===== config.mk =====
export PLATFORM = sky130hd
export DESIGN_NAME = dynamic_resolution_governor
export DESIGN_NICKNAME = d
export VERILOG_FILES = /design/src/hw/rtl/drg_pkg.sv /design/src/hw/rtl/drg_filter.sv /design/src/hw/rtl/drg_core.sv /design/src/hw/rtl/dynamic_resolution_governor.sv
export VERILOG_INCLUDE_DIRS = /design/src /design/src/hw/rtl
export SDC_FILE = /design/constraint.sdc
export NUM_CORES = 2
export LEC_CHECK = 0
export ABC_CLOCK_PERIOD_IN_PS = 14300
export BUFFER_PORTS_ARGS = -buffer_cell sky130_fd_sc_hd__buf_2
export CAP_MARGIN = 20
export CORE_MARGIN = 2
export CORE_UTILIZATION = 50
export DETAILED_ROUTE_END_ITERATION = 12
export GPL_TIMING_DRIVEN = 0
export HOLD_SLACK_MARGIN = 0.05
export PLACE_DENSITY = 0.67
export SLEW_MARGIN = 20
export SYNTH_ARGS = -nofsm -noshare
export SYNTH_HDL_FRONTEND = slang
export SYNTH_SLANG_ARGS = --single-unit

===== constraint.sdc =====
create_clock -name clk_i -period 14.3 [get_ports clk_i]
set_input_delay 2.145 -clock clk_i [delete_from_list [all_inputs] [get_ports clk_i]]
set_output_delay 2.145 -clock clk_i [all_outputs]
set_load 0.01 [all_outputs]

===== src/hw/rtl/dynamic_resolution_governor_defines.svh =====
// ----------------------------------------------------------------------------
// Dynamic resolution governor assertion macros
// Concurrent assertion wrappers; compiled out when NO_ASSERTIONS is defined.
// ----------------------------------------------------------------------------
`ifndef DYNAMIC_RESOLUTION_GOVERNOR_DEFINES_SVH
`define DYNAMIC_RESOLUTION_GOVERNOR_DEFINES_SVH

`ifndef NO_ASSERTIONS
// Check a property on every clock edge outside reset.
`define DRG_ASSERT(lbl, clk, rstn, prop, msg) \
  lbl: assert property (@(posedge clk) disable iff (!rstn) (prop)) else $error(msg);
// Check that a condition implies another one on the next clock edge.
`define DRG_ASSERT_NEXT(lbl, clk, rstn, pre, post, msg) \
  lbl: assert property (@(posedge clk) disable iff (!rstn) (pre) |=> (post)) else $error(msg);
`else
`define DRG_ASSERT(lbl, clk, rstn, prop, msg)
`define DRG_ASSERT_NEXT(lbl, clk, rstn, pre, post, msg)
`endif

`endif


===== src/hw/rtl/drg_pkg.sv =====
// ----------------------------------------------------------------------------
// Dynamic resolution governor package
// Shared types, register indexes and fixed constants of the governor.
// ----------------------------------------------------------------------------
package drg_pkg;

  // Register indexes of the configuration port
  typedef enum logic [2:0] {
    REG_ENABLE     = 3'd0,
    REG_PREFER_GPU = 3'd1,
    REG_TARGET     = 3'd2,
    REG_HYSTERESIS = 3'd3,
    REG_ALPHA      = 3'd4,
    REG_MIN_PCT    = 3'd5,
    REG_MAX_PCT    = 3'd6,
    REG_STEP_PCT   = 3'd7
  } reg_index_e;

  localparam int unsigned CfgDataW = 20;

  // Fixed behavior constants
  localparam logic [6:0]  WAIT_AFTER_DROP      = 7'd30;
  localparam logic [6:0]  WAIT_AFTER_RAISE     = 7'd60;
  localparam logic [6:0]  COOLDOWN_MAX         = 7'd60;
  localparam logic [3:0]  MAX_DROPS_PER_SECOND = 4'd4;
  localparam logic [21:0] US_PER_SECOND        = 22'd1000000;

  // Clamp limits of the registers
  localparam logic [19:0] TARGET_MIN = 20'd1000;
  localparam logic [19:0] TARGET_MAX = 20'd1000000;
  localparam logic [8:0]  ALPHA_MIN  = 9'd3;
  localparam logic [8:0]  ALPHA_MAX  = 9'd256;
  localparam logic [6:0]  PCT_MIN    = 7'd1;
  localparam logic [6:0]  PCT_MAX    = 7'd100;
  localparam logic [3:0]  STEP_MIN   = 4'd1;
  localparam logic [3:0]  STEP_MAX   = 4'd10;

  // Clamped configuration seen by the core
  typedef struct packed {
    logic        enable;
    logic        prefer_gpu;
    logic [19:0] target_us;
    logic [19:0] hysteresis_us;
    logic [8:0]  alpha;
    logic [6:0]  lo_pct;
    logic [6:0]  hi_pct;
    logic [3:0]  step_pct;
  } cfg_t;

  // One timing sample
  typedef struct packed {
    logic [19:0] gpu_time_us;
    logic        gpu_time_valid;
    logic [19:0] cpu_time_us;
    logic [19:0] frame_time_us;
  } sample_t;

  // One result
  typedef struct packed {
    logic [6:0]  resolution_percent;
    logic [19:0] filtered_time_us;
    logic        resolution_changed;
    logic        active;
  } result_t;

endpackage


===== src/hw/rtl/drg_filter.sv =====
// ----------------------------------------------------------------------------
// Dynamic resolution governor smoothing filter
// Exponential filter in 20.8 fixed point with weight in 1/256 units.
// ----------------------------------------------------------------------------
module drg_filter (
  input  logic [27:0] smoothed_i,
  input  logic [19:0] raw_i,
  input  logic [8:0]  alpha_i,
  output logic [27:0] filtered_o
);

  logic [8:0]  keep_w;
  logic [36:0] old_prod_w;
  logic [28:0] new_prod_w;
  logic [37:0] sum_w;

  // Weight the old value and the new sample, round half up
  assign keep_w     = 9'd256 - alpha_i;
  assign old_prod_w = 37'(smoothed_i) * 37'(keep_w);
  assign new_prod_w = 29'(raw_i) * 29'(alpha_i);
  assign sum_w      = {1'b0, old_prod_w} + {1'b0, new_prod_w, 8'd0} + 38'd128;
  assign filtered_o = sum_w[35:8];

endmodule


===== src/hw/rtl/drg_core.sv =====
// ----------------------------------------------------------------------------
// Dynamic resolution governor core
// Governor state and the per-frame decision, one item per step.
// ----------------------------------------------------------------------------
`include "dynamic_resolution_governor_defines.svh"

module drg_core (
  input  logic             clk_i,
  input  logic             rst_ni,
  input  logic             step_i,
  input  drg_pkg::sample_t sample_i,
  input  drg_pkg::cfg_t    cfg_i,
  output drg_pkg::result_t result_o
);

  logic        running_q, running_d;
  logic [6:0]  resolution_q, resolution_d;
  logic [27:0] smoothed_q, smoothed_d;
  logic [6:0]  wait_q, wait_d;
  logic [3:0]  drops_q, drops_d;
  logic [20:0] sec_acc_q, sec_acc_d;

  logic [19:0] raw_w;
  logic [27:0] filtered_w;
  logic [21:0] sec_sum_w;
  logic [6:0]  cur_w;
  logic [6:0]  nxt_w;
  logic [7:0]  lo_step_w;
  logic [28:0] upper_w;
  logic [19:0] lower_us_w;

  // Pick the raw time, floored at 1 us
  always_comb begin
    if (cfg_i.prefer_gpu && sample_i.gpu_time_valid && (sample_i.gpu_time_us != '0)) begin
      raw_w = sample_i.gpu_time_us;
    end else if (sample_i.frame_time_us != '0) begin
      raw_w = sample_i.frame_time_us;
    end else if (sample_i.cpu_time_us != '0) begin
      raw_w = sample_i.cpu_time_us;
    end else begin
      raw_w = 20'd1;
    end
  end

  drg_filter u_filter (
    .smoothed_i (smoothed_q),
    .raw_i      (raw_w),
    .alpha_i    (cfg_i.alpha),
    .filtered_o (filtered_w)
  );

  assign sec_sum_w  = {1'b0, sec_acc_q} + {2'b00, sample_i.frame_time_us};
  assign lo_step_w  = {1'b0, cfg_i.lo_pct} + {4'd0, cfg_i.step_pct};
  assign upper_w    = {({1'b0, cfg_i.target_us} + {1'b0, cfg_i.hysteresis_us}), 8'd0};
  assign lower_us_w = cfg_i.target_us - cfg_i.hysteresis_us;

  // Clamp the held resolution into the current band
  always_comb begin
    if (resolution_q < cfg_i.lo_pct) begin
      cur_w = cfg_i.lo_pct;
    end else if (resolution_q > cfg_i.hi_pct) begin
      cur_w = cfg_i.hi_pct;
    end else begin
      cur_w = resolution_q;
    end
  end

  // Decide the next state and the result
  always_comb begin
    running_d    = running_q;
    resolution_d = resolution_q;
    smoothed_d   = smoothed_q;
    wait_d       = wait_q;
    drops_d      = drops_q;
    sec_acc_d    = sec_acc_q;
    nxt_w        = cur_w;
    result_o     = '0;

    if (!cfg_i.enable) begin
      // Disabled: drop all kept state
      running_d    = 1'b0;
      resolution_d = '0;
      smoothed_d   = '0;
      wait_d       = '0;
      drops_d      = '0;
      sec_acc_d    = '0;
    end else if (!running_q) begin
      // First frame: initialize only
      running_d    = 1'b1;
      resolution_d = cfg_i.hi_pct;
      smoothed_d   = {raw_w, 8'd0};
      wait_d       = '0;
      drops_d      = '0;
      sec_acc_d    = '0;
      result_o.resolution_percent = cfg_i.hi_pct;
      result_o.filtered_time_us   = raw_w;
      result_o.active             = 1'b1;
    end else begin
      smoothed_d = filtered_w;

      // Advance the one-second window on known frame times
      if (sample_i.frame_time_us != '0) begin
        if (sec_sum_w >= drg_pkg::US_PER_SECOND) begin
          drops_d   = '0;
          sec_acc_d = 21'(sec_sum_w - drg_pkg::US_PER_SECOND);
        end else begin
          sec_acc_d = sec_sum_w[20:0];
        end
      end

      if ({1'b0, filtered_w} > upper_w) begin
        // Too slow: step down within the drop budget
        if (drops_d < drg_pkg::MAX_DROPS_PER_SECOND) begin
          if ({1'b0, cur_w} > lo_step_w) begin
            nxt_w = cur_w - {3'd0, cfg_i.step_pct};
          end else begin
            nxt_w = cfg_i.lo_pct;
          end
          drops_d = drops_d + 4'd1;
        end
        wait_d = drg_pkg::WAIT_AFTER_DROP;
      end else if ((cfg_i.target_us > cfg_i.hysteresis_us) &&
                   (filtered_w < {lower_us_w, 8'd0})) begin
        // Fast enough: jump up once the cooldown has expired
        if (wait_q != '0) begin
          wait_d = wait_q - 7'd1;
        end else begin
          nxt_w  = cfg_i.hi_pct;
          wait_d = drg_pkg::WAIT_AFTER_RAISE;
        end
      end else if (wait_q != '0) begin
        wait_d = wait_q - 7'd1;
      end

      resolution_d = nxt_w;
      result_o.resolution_percent = nxt_w;
      result_o.filtered_time_us   = filtered_w[27:8];
      result_o.resolution_changed = (nxt_w != cur_w);
      result_o.active             = 1'b1;
    end
  end

  // Update state on each processed item
  always_ff @(posedge clk_i or negedge rst_ni) begin
    if (!rst_ni) begin
      running_q    <= 1'b0;
      resolution_q <= '0;
      smoothed_q   <= '0;
      wait_q       <= '0;
      drops_q      <= '0;
      sec_acc_q    <= '0;
    end else if (step_i) begin
      running_q    <= running_d;
      resolution_q <= resolution_d;
      smoothed_q   <= smoothed_d;
      wait_q       <= wait_d;
      drops_q      <= drops_d;
      sec_acc_q    <= sec_acc_d;
    end
  end

  `DRG_ASSERT(a_res_range, clk_i, rst_ni, !running_q || ((resolution_q >= drg_pkg::PCT_MIN) && (resolution_q <= drg_pkg::PCT_MAX)), "resolution out of range while running")
  `DRG_ASSERT(a_idle_clear, clk_i, rst_ni, running_q || ((resolution_q == '0) && (smoothed_q == '0) && (wait_q == '0)), "state kept while not running")
  `DRG_ASSERT(a_wait_bound, clk_i, rst_ni, wait_q <= drg_pkg::COOLDOWN_MAX, "cooldown above its load value")
  `DRG_ASSERT(a_drop_budget, clk_i, rst_ni, drops_q <= drg_pkg::MAX_DROPS_PER_SECOND, "drop count above budget")
  `DRG_ASSERT_NEXT(a_disable_clears, clk_i, rst_ni, step_i && !cfg_i.enable, !running_q, "disable did not clear state")

endmodule


===== src/hw/rtl/dynamic_resolution_governor.sv =====
// ----------------------------------------------------------------------------
// Dynamic resolution governor
// Turns per-frame timing samples into a dynamic resolution percent.
// ----------------------------------------------------------------------------
// Usage:
//   s_axis carries one frame's timing sample per item; m_axis returns one
//   result item per sample, in order. Registers are written through the
//   cfg_we_i / cfg_index_i / cfg_wdata_i port while no item is in flight.
// Path: the item lands in the input register at the accept edge; its result
//   is written to the result register when the core steps it, which waits
//   for a free result slot. Throughput: one item per cycle while m_axis_tready
//   is high; the filter multiply and the threshold compares sit between the
//   input and result registers, and all governor state updates on that step.
// Stall: when m_axis_tready is low the result register holds; one more item
//   is taken into the input register, after which s_axis_tready drops.
// Reset: registers return to their defaults (governor disabled), the
//   governor state is cleared and both pipeline stages are emptied. The first
//   item after enabling only initializes the state and reports the maximum.
// ----------------------------------------------------------------------------
module dynamic_resolution_governor (
  input  logic        clk_i,
  input  logic        rst_ni,
  // Configuration write port
  input  logic        cfg_we_i,
  input  logic [2:0]  cfg_index_i,
  input  logic [19:0] cfg_wdata_i,
  // Input stream
  input  logic        s_axis_tvalid,
  output logic        s_axis_tready,
  input  logic [63:0] s_axis_tdata,   // gpu_time_us, cpu_time_us, frame_time_us, zero pad
  input  logic        s_axis_tuser,   // gpu_time_valid
  // Result stream
  output logic        m_axis_tvalid,
  input  logic        m_axis_tready,
  output logic [31:0] m_axis_tdata,   // resolution_percent, filtered_time_us, zero pad
  output logic [1:0]  m_axis_tuser    // resolution_changed, active
);

  logic        enable_q;
  logic        prefer_gpu_q;
  logic [19:0] target_q;
  logic [19:0] hyst_q;
  logic [8:0]  alpha_q;
  logic [6:0]  min_pct_q;
  logic [6:0]  max_pct_q;
  logic [3:0]  step_pct_q;

  drg_pkg::cfg_t    cfg_w;
  drg_pkg::sample_t in_q;
  logic             in_valid_q;
  drg_pkg::result_t res_w;
  drg_pkg::result_t out_q;
  logic             out_valid_q;
  logic             out_free_w;
  logic             step_w;
  drg_pkg::reg_index_e cfg_idx_w;

  // Write configuration registers
  assign cfg_idx_w = drg_pkg::reg_index_e'(cfg_index_i);

  always_ff @(posedge clk_i or negedge rst_ni) begin
    if (!rst_ni) begin
      enable_q     <= 1'b0;
      prefer_gpu_q <= 1'b1;
      target_q     <= 20'd16667;
      hyst_q       <= 20'd1000;
      alpha_q      <= 9'd26;
      min_pct_q    <= 7'd50;
      max_pct_q    <= 7'd100;
      step_pct_q   <= 4'd5;
    end else if (cfg_we_i) begin
      case (cfg_idx_w)
        drg_pkg::REG_ENABLE:     enable_q     <= cfg_wdata_i[0];
        drg_pkg::REG_PREFER_GPU: prefer_gpu_q <= cfg_wdata_i[0];
        drg_pkg::REG_TARGET:     target_q     <= cfg_wdata_i;
        drg_pkg::REG_HYSTERESIS: hyst_q       <= cfg_wdata_i;
        drg_pkg::REG_ALPHA:      alpha_q      <= cfg_wdata_i[8:0];
        drg_pkg::REG_MIN_PCT:    min_pct_q    <= cfg_wdata_i[6:0];
        drg_pkg::REG_MAX_PCT:    max_pct_q    <= cfg_wdata_i[6:0];
        drg_pkg::REG_STEP_PCT:   step_pct_q   <= cfg_wdata_i[3:0];
        default: ;
      endcase
    end
  end

  // Clamp the target, alpha, percent and step registers into their legal ranges
  always_comb begin
    cfg_w.enable        = enable_q;
    cfg_w.prefer_gpu    = prefer_gpu_q;
    cfg_w.hysteresis_us = hyst_q;

    if (target_q < drg_pkg::TARGET_MIN) begin
      cfg_w.target_us = drg_pkg::TARGET_MIN;
    end else if (target_q > drg_pkg::TARGET_MAX) begin
      cfg_w.target_us = drg_pkg::TARGET_MAX;
    end else begin
      cfg_w.target_us = target_q;
    end

    if (alpha_q < drg_pkg::ALPHA_MIN) begin
      cfg_w.alpha = drg_pkg::ALPHA_MIN;
    end else if (alpha_q > drg_pkg::ALPHA_MAX) begin
      cfg_w.alpha = drg_pkg::ALPHA_MAX;
    end else begin
      cfg_w.alpha = alpha_q;
    end

    if (min_pct_q < drg_pkg::PCT_MIN) begin
      cfg_w.lo_pct = drg_pkg::PCT_MIN;
    end else if (min_pct_q > drg_pkg::PCT_MAX) begin
      cfg_w.lo_pct = drg_pkg::PCT_MAX;
    end else begin
      cfg_w.lo_pct = min_pct_q;
    end

    if (max_pct_q < cfg_w.lo_pct) begin
      cfg_w.hi_pct = cfg_w.lo_pct;
    end else if (max_pct_q > drg_pkg::PCT_MAX) begin
      cfg_w.hi_pct = drg_pkg::PCT_MAX;
    end else begin
      cfg_w.hi_pct = max_pct_q;
    end

    if (step_pct_q < drg_pkg::STEP_MIN) begin
      cfg_w.step_pct = drg_pkg::STEP_MIN;
    end else if (step_pct_q > drg_pkg::STEP_MAX) begin
      cfg_w.step_pct = drg_pkg::STEP_MAX;
    end else begin
      cfg_w.step_pct = step_pct_q;
    end
  end

  // Handshake: process when an item waits and the result slot frees up
  assign out_free_w    = !out_valid_q || m_axis_tready;
  assign step_w        = in_valid_q && out_free_w;
  assign s_axis_tready = !in_valid_q || out_free_w;

  // Hold the accepted item
  always_ff @(posedge clk_i or negedge rst_ni) begin
    if (!rst_ni) begin
      in_valid_q <= 1'b0;
    end else if (s_axis_tready) begin
      in_valid_q <= s_axis_tvalid;
    end
  end

  always_ff @(posedge clk_i) begin
    if (s_axis_tready && s_axis_tvalid) begin
      in_q.gpu_time_us    <= s_axis_tdata[19:0];
      in_q.gpu_time_valid <= s_axis_tuser;
      in_q.cpu_time_us    <= s_axis_tdata[39:20];
      in_q.frame_time_us  <= s_axis_tdata[59:40];
    end
  end

  drg_core u_core (
    .clk_i    (clk_i),
    .rst_ni   (rst_ni),
    .step_i   (step_w),
    .sample_i (in_q),
    .cfg_i    (cfg_w),
    .result_o (res_w)
  );

  // Hold the result until taken
  always_ff @(posedge clk_i or negedge rst_ni) begin
    if (!rst_ni) begin
      out_valid_q <= 1'b0;
    end else if (out_free_w) begin
      out_valid_q <= in_valid_q;
    end
  end

  always_ff @(posedge clk_i) begin
    if (step_w) begin
      out_q <= res_w;
    end
  end

  assign m_axis_tvalid = out_valid_q;
  assign m_axis_tdata  = {5'd0, out_q.filtered_time_us, out_q.resolution_percent};
  assign m_axis_tuser  = {out_q.active, out_q.resolution_changed};

endmodule


# Word level (Yosys, flattened, before mapping)
# Index checks and enable logic that the tools add are counted.
[totals]
register_bits = 229
inputBits = 93
output_inout_bits = 36
wordCells = 137
[classes]
addsub = 11
multipliers = 2
n_lt_le_gt_ge = 18
n_eq_ne = 10
mux = 47
n_reduce_logical = 25
[ops]
columns = ["op", "count"]
rows = [
  ["$mux 7", 21],
  ["$mux 20", 5],
  ["$mux 21", 4],
  ["$reduce_bool 20->1", 3],
  ["$mux 28", 2],
  ["$mux 4", 10],
  ["$add 36x36->36", 1],
  ["$add 36x8->36 const B", 1],
  ["$mul 28x9->36", 1],
  ["$gt 28x29->1", 1],
  ["$lt 28x28->1", 1],
  ["$mul 20x9->28", 1],
  ["$mux 27", 1],
  ["$add 21x20->22", 1],
  ["$ge 22x20->1 const B", 1],
  ["$reduce_and 2->1", 11],
  ["$add 20x20->21", 1],
  ["$sub 21x20->21 const B", 1],
  ["$gt 20x20->1", 1],
  ["$gt 20x20->1 const B", 1],
  ["$lt 20x10->1 const B", 1],
  ["$sub 20x20->20", 1],
  ["$mux 9", 2],
  ["$gt 7x7->1 const B", 2],
  ["26 further kinds", 38],
]

# Longest topological paths before layout
[depth]
depth_word = 16
ltp_mapped = 56
mapped_depth_nobuf = 53

# By module
# Synthesis repeated with hierarchy kept, for this count alone.
[unflattened]
cells_unflattened = 3133
area_unflattened_um2 = 29134.2
[by_module_without_submodules]
columns = ["module", "instances", "cells_each", "area_per_inst_um2"]
rows = [
  ["drg_filter", 1, 1536, 13355.3],
  ["drg_core", 1, 1228, 9618.0],
  ["dynamic_resolution_governor", 1, 369, 6160.9],
]

# Least setup slack after synthesis
# No wires, ideal clock.
[synth_timing]
path_kind = "flip-flop to flip-flop"
from = "register in_q[8] (netlist bit)"
to = "register u_core.resolution_q[2]"
arrival_time_ns = 11.396
required_ns = 14.175
path_slack_ns = 2.779
path_stages_with_launch = 53
n_path_buf = 2
path_cell_list = "edfxtp_1 -> nor4_1 -> nand3_1 -> nor2_1 -> clkbuf_1 -> a21oi_1 -> a21oi_1 -> nand2_1 -> fa_1 -> inv_1 -> ha_1 -> ha_1 -> inv_1 -> fa_1 -> inv_1 -> ha_1 -> fa_1 -> a21o_1 -> (+17 left out) -> o21ai_2 -> a221o_1 -> buf_4 -> a21oi_1 -> xnor2_1 -> xnor2_1 -> inv_1 -> ha_1 -> nand2_1 -> or3_1 -> a2111oi_0 -> a211o_1 -> and2_1 -> a221oi_1 -> o2111ai_1 -> o211ai_2 -> o221a_1 -> mux2_4"
[synth_via]
elab_chain_cells = 14
elab_cells_between_ends = 23
[synth_rtl]
columns = ["item", "line", "source"]
rows = [
  ["from (decl)", "dynamic_resolution_governor.sv:49", "drg_pkg::sample_t in_q;"],
  ["$reduce_bool 20->1", "drg_core.sv:36, drg_core.sv:102", ""],
  ["$mux 20", "drg_core.sv:36", "end else if (sample_i.frame_time_us != '0) begin"],
  ["$mux 20", "drg_core.sv:34", "if (cfg_i.prefer_gpu && sample_i.gpu_time_valid && (sample_i.gpu_time_us != '0)) begin"],
  ["$mul 20x9->28", "drg_filter.sv:20", "assign new_prod_w = 29'(raw_i) * 29'(alpha_i);"],
  ["$add 36x36->36", "drg_filter.sv:21", "assign sum_w = {1'b0, old_prod_w} + {1'b0, new_prod_w, 8'd0} + 38'd128;"],
  ["$add 36x8->36", "drg_filter.sv:21", ""],
  ["$lt 28x28->1", "drg_core.sv:123", "(filtered_w < {lower_us_w, 8'd0})) begin"],
  ["$logic_and 1x1->1", "drg_core.sv:122", "end else if ((cfg_i.target_us > cfg_i.hysteresis_us) &&"],
  ["$mux 7", "drg_core.sv:122", ""],
  ["$mux 7 *", "drg_core.sv:111", "if ({1'b0, filtered_w} > upper_w) begin"],
  ["$mux 7 *", "drg_core.sv:87", "end else if (!running_q) begin"],
  ["$mux 7 *", "drg_core.sv:79", "if (!cfg_i.enable) begin"],
  ["$mux 7 *", "drg_core.sv:87", ""],
  ["$mux 7 *", "drg_core.sv:79", ""],
  ["to (signal assigned)", "drg_core.sv:154", "resolution_q <= resolution_d;"],
  ["to (decl)", "drg_core.sv:17", "logic [6:0] resolution_q, resolution_d;"],
]
# Every way passes the cells marked *; elsewhere a longest branch is shown, timed or not. The select of a mux whose other input is x is not followed.
# A chain may end at the register's enable or synchronous reset.

# Final worst setup path
[layout_timing]
from = "register alpha_q[7]"
to = "register out_q (netlist bit m_axis_tdata[5]), data pin"
[layout_via]
elab_chain_cells = 14
elab_cells_between_ends = 17
[layout_rtl]
columns = ["item", "line", "source"]
rows = [
  ["from (decl)", "dynamic_resolution_governor.sv:43", "logic [8:0] alpha_q;"],
  ["from (signal assigned)", "dynamic_resolution_governor.sv:77", "drg_pkg::REG_ALPHA: alpha_q <= cfg_wdata_i[8:0];"],
  ["$gt 9x9->1", "dynamic_resolution_governor.sv:102", "end else if (alpha_q > drg_pkg::ALPHA_MAX) begin"],
  ["$mux 9", "dynamic_resolution_governor.sv:102", ""],
  ["$mux 9 *", "dynamic_resolution_governor.sv:100", "if (alpha_q < drg_pkg::ALPHA_MIN) begin"],
  ["$sub 9x9->9", "drg_filter.sv:18", "assign keep_w = 9'd256 - alpha_i;"],
  ["$mul 28x9->36", "drg_filter.sv:19", "assign old_prod_w = 37'(smoothed_i) * 37'(keep_w);"],
  ["$add 36x36->36 *", "drg_filter.sv:21", ""],
  ["$add 36x8->36 *", "drg_filter.sv:21", ""],
  ["$lt 28x28->1", "drg_core.sv:123", ""],
  ["$logic_and 1x1->1", "drg_core.sv:122", ""],
  ["$mux 7", "drg_core.sv:122", ""],
  ["$mux 7 *", "drg_core.sv:111", ""],
  ["$mux 7 *", "drg_core.sv:87", ""],
  ["$mux 7 *", "drg_core.sv:79", ""],
  ["$mux 27 *", "drg_core.sv:87", ""],
  ["to (signal assigned)", "dynamic_resolution_governor.sv:176", "out_q <= res_w;"],
  ["to (decl)", "dynamic_resolution_governor.sv:52", "drg_pkg::result_t out_q;"],
]
# Marked as above.

==> impl_metrics.py <==
metrics = {
    "outcome": {
        "status": "complete, no violations",
    },
    "clock_tree": {
        "holdBufCountCts": 0,
        "clkTransAtPathRegs_ns": 0.06,
        "clock_latency_ns": 0.58,
        "numCtsBuffers": 27,
        "cts_tree": "done",
        "clkSinkCount": 229,
        "cts_htree_levels": 1,
        "clockBufferDepth": 3,
        "cts-root-buf": "clkbuf_16",
    },
    "final_layout": {
        "fillCellCount": 5156,
        "area_growth_pct": 9.689,
        "utilization": 0.5570,
        "multiInputGateArea_sq_um": 20560,
        "antenna_cells": 0,
        "seq_area_sq_um": 6211,
        "nets": 4013,
        "fin_area_sq_um": 31590,
        "drive_gt1_frac": 0.09893,
    },
    "timing": {
        "finalSetupViolCount": 0,
        "final-hold-violation-count": 0,
        "tns_ns": 0,
        "period_minus_slack_ns": 13.65,
        "fin_crit_sh": 0.9546,
        "finalClockSkew_ns": 0.02006,
        "clock.fmax_ghz": 0.07325,
        "worst_pin_slew_ns": 1.089,
        "slew_violations": 0,
        "slew_headroom": 0.2687,
    },
    "critical_path": {
        "critPathLaunch": "alpha_q[7]",
        "crit_fanout": 10,
        "worstSetupPathType": "reg2reg",
        "critPathCaptureType": "flop",
        "critPathSlowestCell": "clkbuf_1",
        "arrival_ns": 13.97,
        "required_ns": 14.62,
        "worstSetupStartpointType": "flop",
        "r2r_start": "alpha_q[7]",
        "cp_slowest_stage_delay_ns": 0.59,
    },
    "global_route": {
        "grt_max_degree": 74,
        "grt_pass1_wl_mm": 135.8,
        "grt_pass1_vias": 24840,
        "track_usage": 0.2903,
        "overflow": 0,
        "grt_antenna_before_repair": 0,
    },
    "yosys": {
        "async_flop_share": 0.6070,
        "syn_area_sq_um": 28800,
        "ys.flop_type": "dfrtp_1",
        "synth_enable_flop_cells": 90,
        "yosysUniqueCellTypes": 93,
        "syn_inst": 3189,
        "ys_ff_latch": 229,
        "seq_area_frac_synth": 0.2157,
        "yosys_warnings": 0,
        "avgSynthCellArea_sq_um": 9.030,
    },
    "placed_design": {
        "gp_congestion": 0.9374,
        "portBuffers": 117,
        "placed_cell_area_sq_um": 30440,
        "hpwl_mm": 69.30,
    },
    "drt": {
        "drcViolationCount": 0,
        "ant_nets": 0,
        "viasPerCell": 5.695,
        "wl_per_cell_microns": 20.52,
        "drt_iter0_drc": 1633,
        "first_pass_iters": 5,
        "postRouteWirelength_mm": 84.60,
        "vias": 23473,
    },
    "floorplanning": {
        "die_y_microns": 244.0,
        "core-area_sq_um": 56710,
        "row_count": 87,
        "dieArea_sq_um": 59530,
        "initial_core_util": 0.5078,
        "io_pins": 129,
        "die_w_microns": 244.0,
    },
    "hold_path": {
        "hold_start": "u_core.drops_q[1]",
        "hp-class": "reg2reg",
    },
    "flow_run": {
        "cap_violations": 0,
    },
}
-- final cells by class --
class,instances,area share
Inverter,428,0.05086
Tap cell,756,0.02995
Buffer,138,0.01790
Multi-Input combinational cell,2398,0.6508
Clock inverter,13,0.006615
Timing Repair Buffer,124,0.02218
Clock buffer,36,0.02507
Sequential cell,229,0.1966
-- Yosys cell counts (49+ instances only) --
cell type	instances	share of area
a21oi_1	168	0.029
a21o_1	66	0.017
nand2_1	395	0.051
and2_1	124	0.027
inv_1	428	0.056
nor2_1	250	0.033
clkbuf_1	98	0.013
edfxtp_1	90	0.094
ha_1	234	0.10
xnor2_1	96	0.029
dfrtp_1	115	0.10
fa_1	340	0.24
nor3_1	49	0.0085
o21ai_0	84	0.015
mux2_2	75	0.029
-- critical path: cells and delay by family (launching register included) --
family          cells  cell delay [ns]
xor+xnor            3             0.71
buf+inv             9             1.89
fa+ha+maj           8             3.48
compound gates     19             4.35
simple gates       13             2.24
mux                 1             0.19
flops               1             0.48
-- cells in the final DEF (no fill, tap or decap), types with 15 or more instances in the layout --
cell type  count
xnor2_1       94
fa_1         340
inv_1        428
o21ai_1       20
clkbuf_1      99
ha_1         234
o21a_1        30
nor4_1        27
and2_1       123
edfxtp_1      90
xor2_1        43
a21oi_1      164
buf_2        120
dfrtp_1      115
nand2b_1      42
nand2_1      395
a21o_1        66
or3_1         15
nand3_1       33
nand4_1       21
o31ai_1       18
clkbuf_16     29
o21ai_0       84
mux2_2        75
nor3_1        46
nor2b_1       35
buf_1         25
a31oi_1       19
nor2_1       249
dfstp_2       24
-- metal layers --
metal,GRT usage,vias to the layer above,routed length [microns]
met5,0,-,0
li1,-,10846,-
met4,0.1252,0,3942
met3,0.04028,207,5040
met1,0.3708,11623,35080
met2,0.4934,797,40540
-- logic make-up after synthesis --
| logic type | after synthesis | synth area share |
|---|---|---|
| other | 1 | 0.0001302 |
| XOR/XNOR | 139 | 0.04228 |
| multiplexers | 85 | 0.03298 |
| adder cells (fa/ha/maj) | 575 | 0.3384 |
| AO/OA/AOI/OAI | 548 | 0.1247 |
| flip-flops | 229 | 0.2157 |
| buffers and inverters | 566 | 0.07525 |
| AND/OR/NAND/NOR | 1046 | 0.1706 |
-- state kept, by name, summed over array words and instances, names as in the netlist, 9 cells and up --
register / count
in_q: 61
u_core.smoothed_q: 28
m_axis_tdata: 27
u_core.sec_acc_q: 21
hyst_q: 20
target_q: 20
alpha_q: 9
-- stage by stage --
stage,worst slack [ns],instances,hold WS [ns]
2_1_floorplan,2.779,3193,0.4534
3_3_place_gp,-0.3751,4066,0.4666
3_5_place_dp,-0.5673,4069,0.4776
4_1_cts,0.07167,4118,0.4914
5_1_grt,-0.04374,4122,0.5095
6_report,0.6487,4122,0.4857
-- final timing paths --
check                                       to  slack, ns  depth (start not counted)
min in group asynchronous  u_core.sec_acc_q[4]       1.52                          1
max in group asynchronous          target_q[8]      11.91                          2
max                            m_axis_tdata[5]       0.65                         53
min reg2reg                  u_core.drops_q[1]       0.49                          1
min                          u_core.drops_q[1]       0.49                          1
max reg2reg                    m_axis_tdata[5]       0.65                         53
-- repair_timing --
item,in CTS,in global routing
gates resized for setup,4,15
pin swaps,0,2
buffers inserted,0,4
endpoints found under the setup margin,24,25
Power is left out: the tool's default activity adds up to more than one toggle a clock period on the data nets, which glitch-free logic cannot reach.
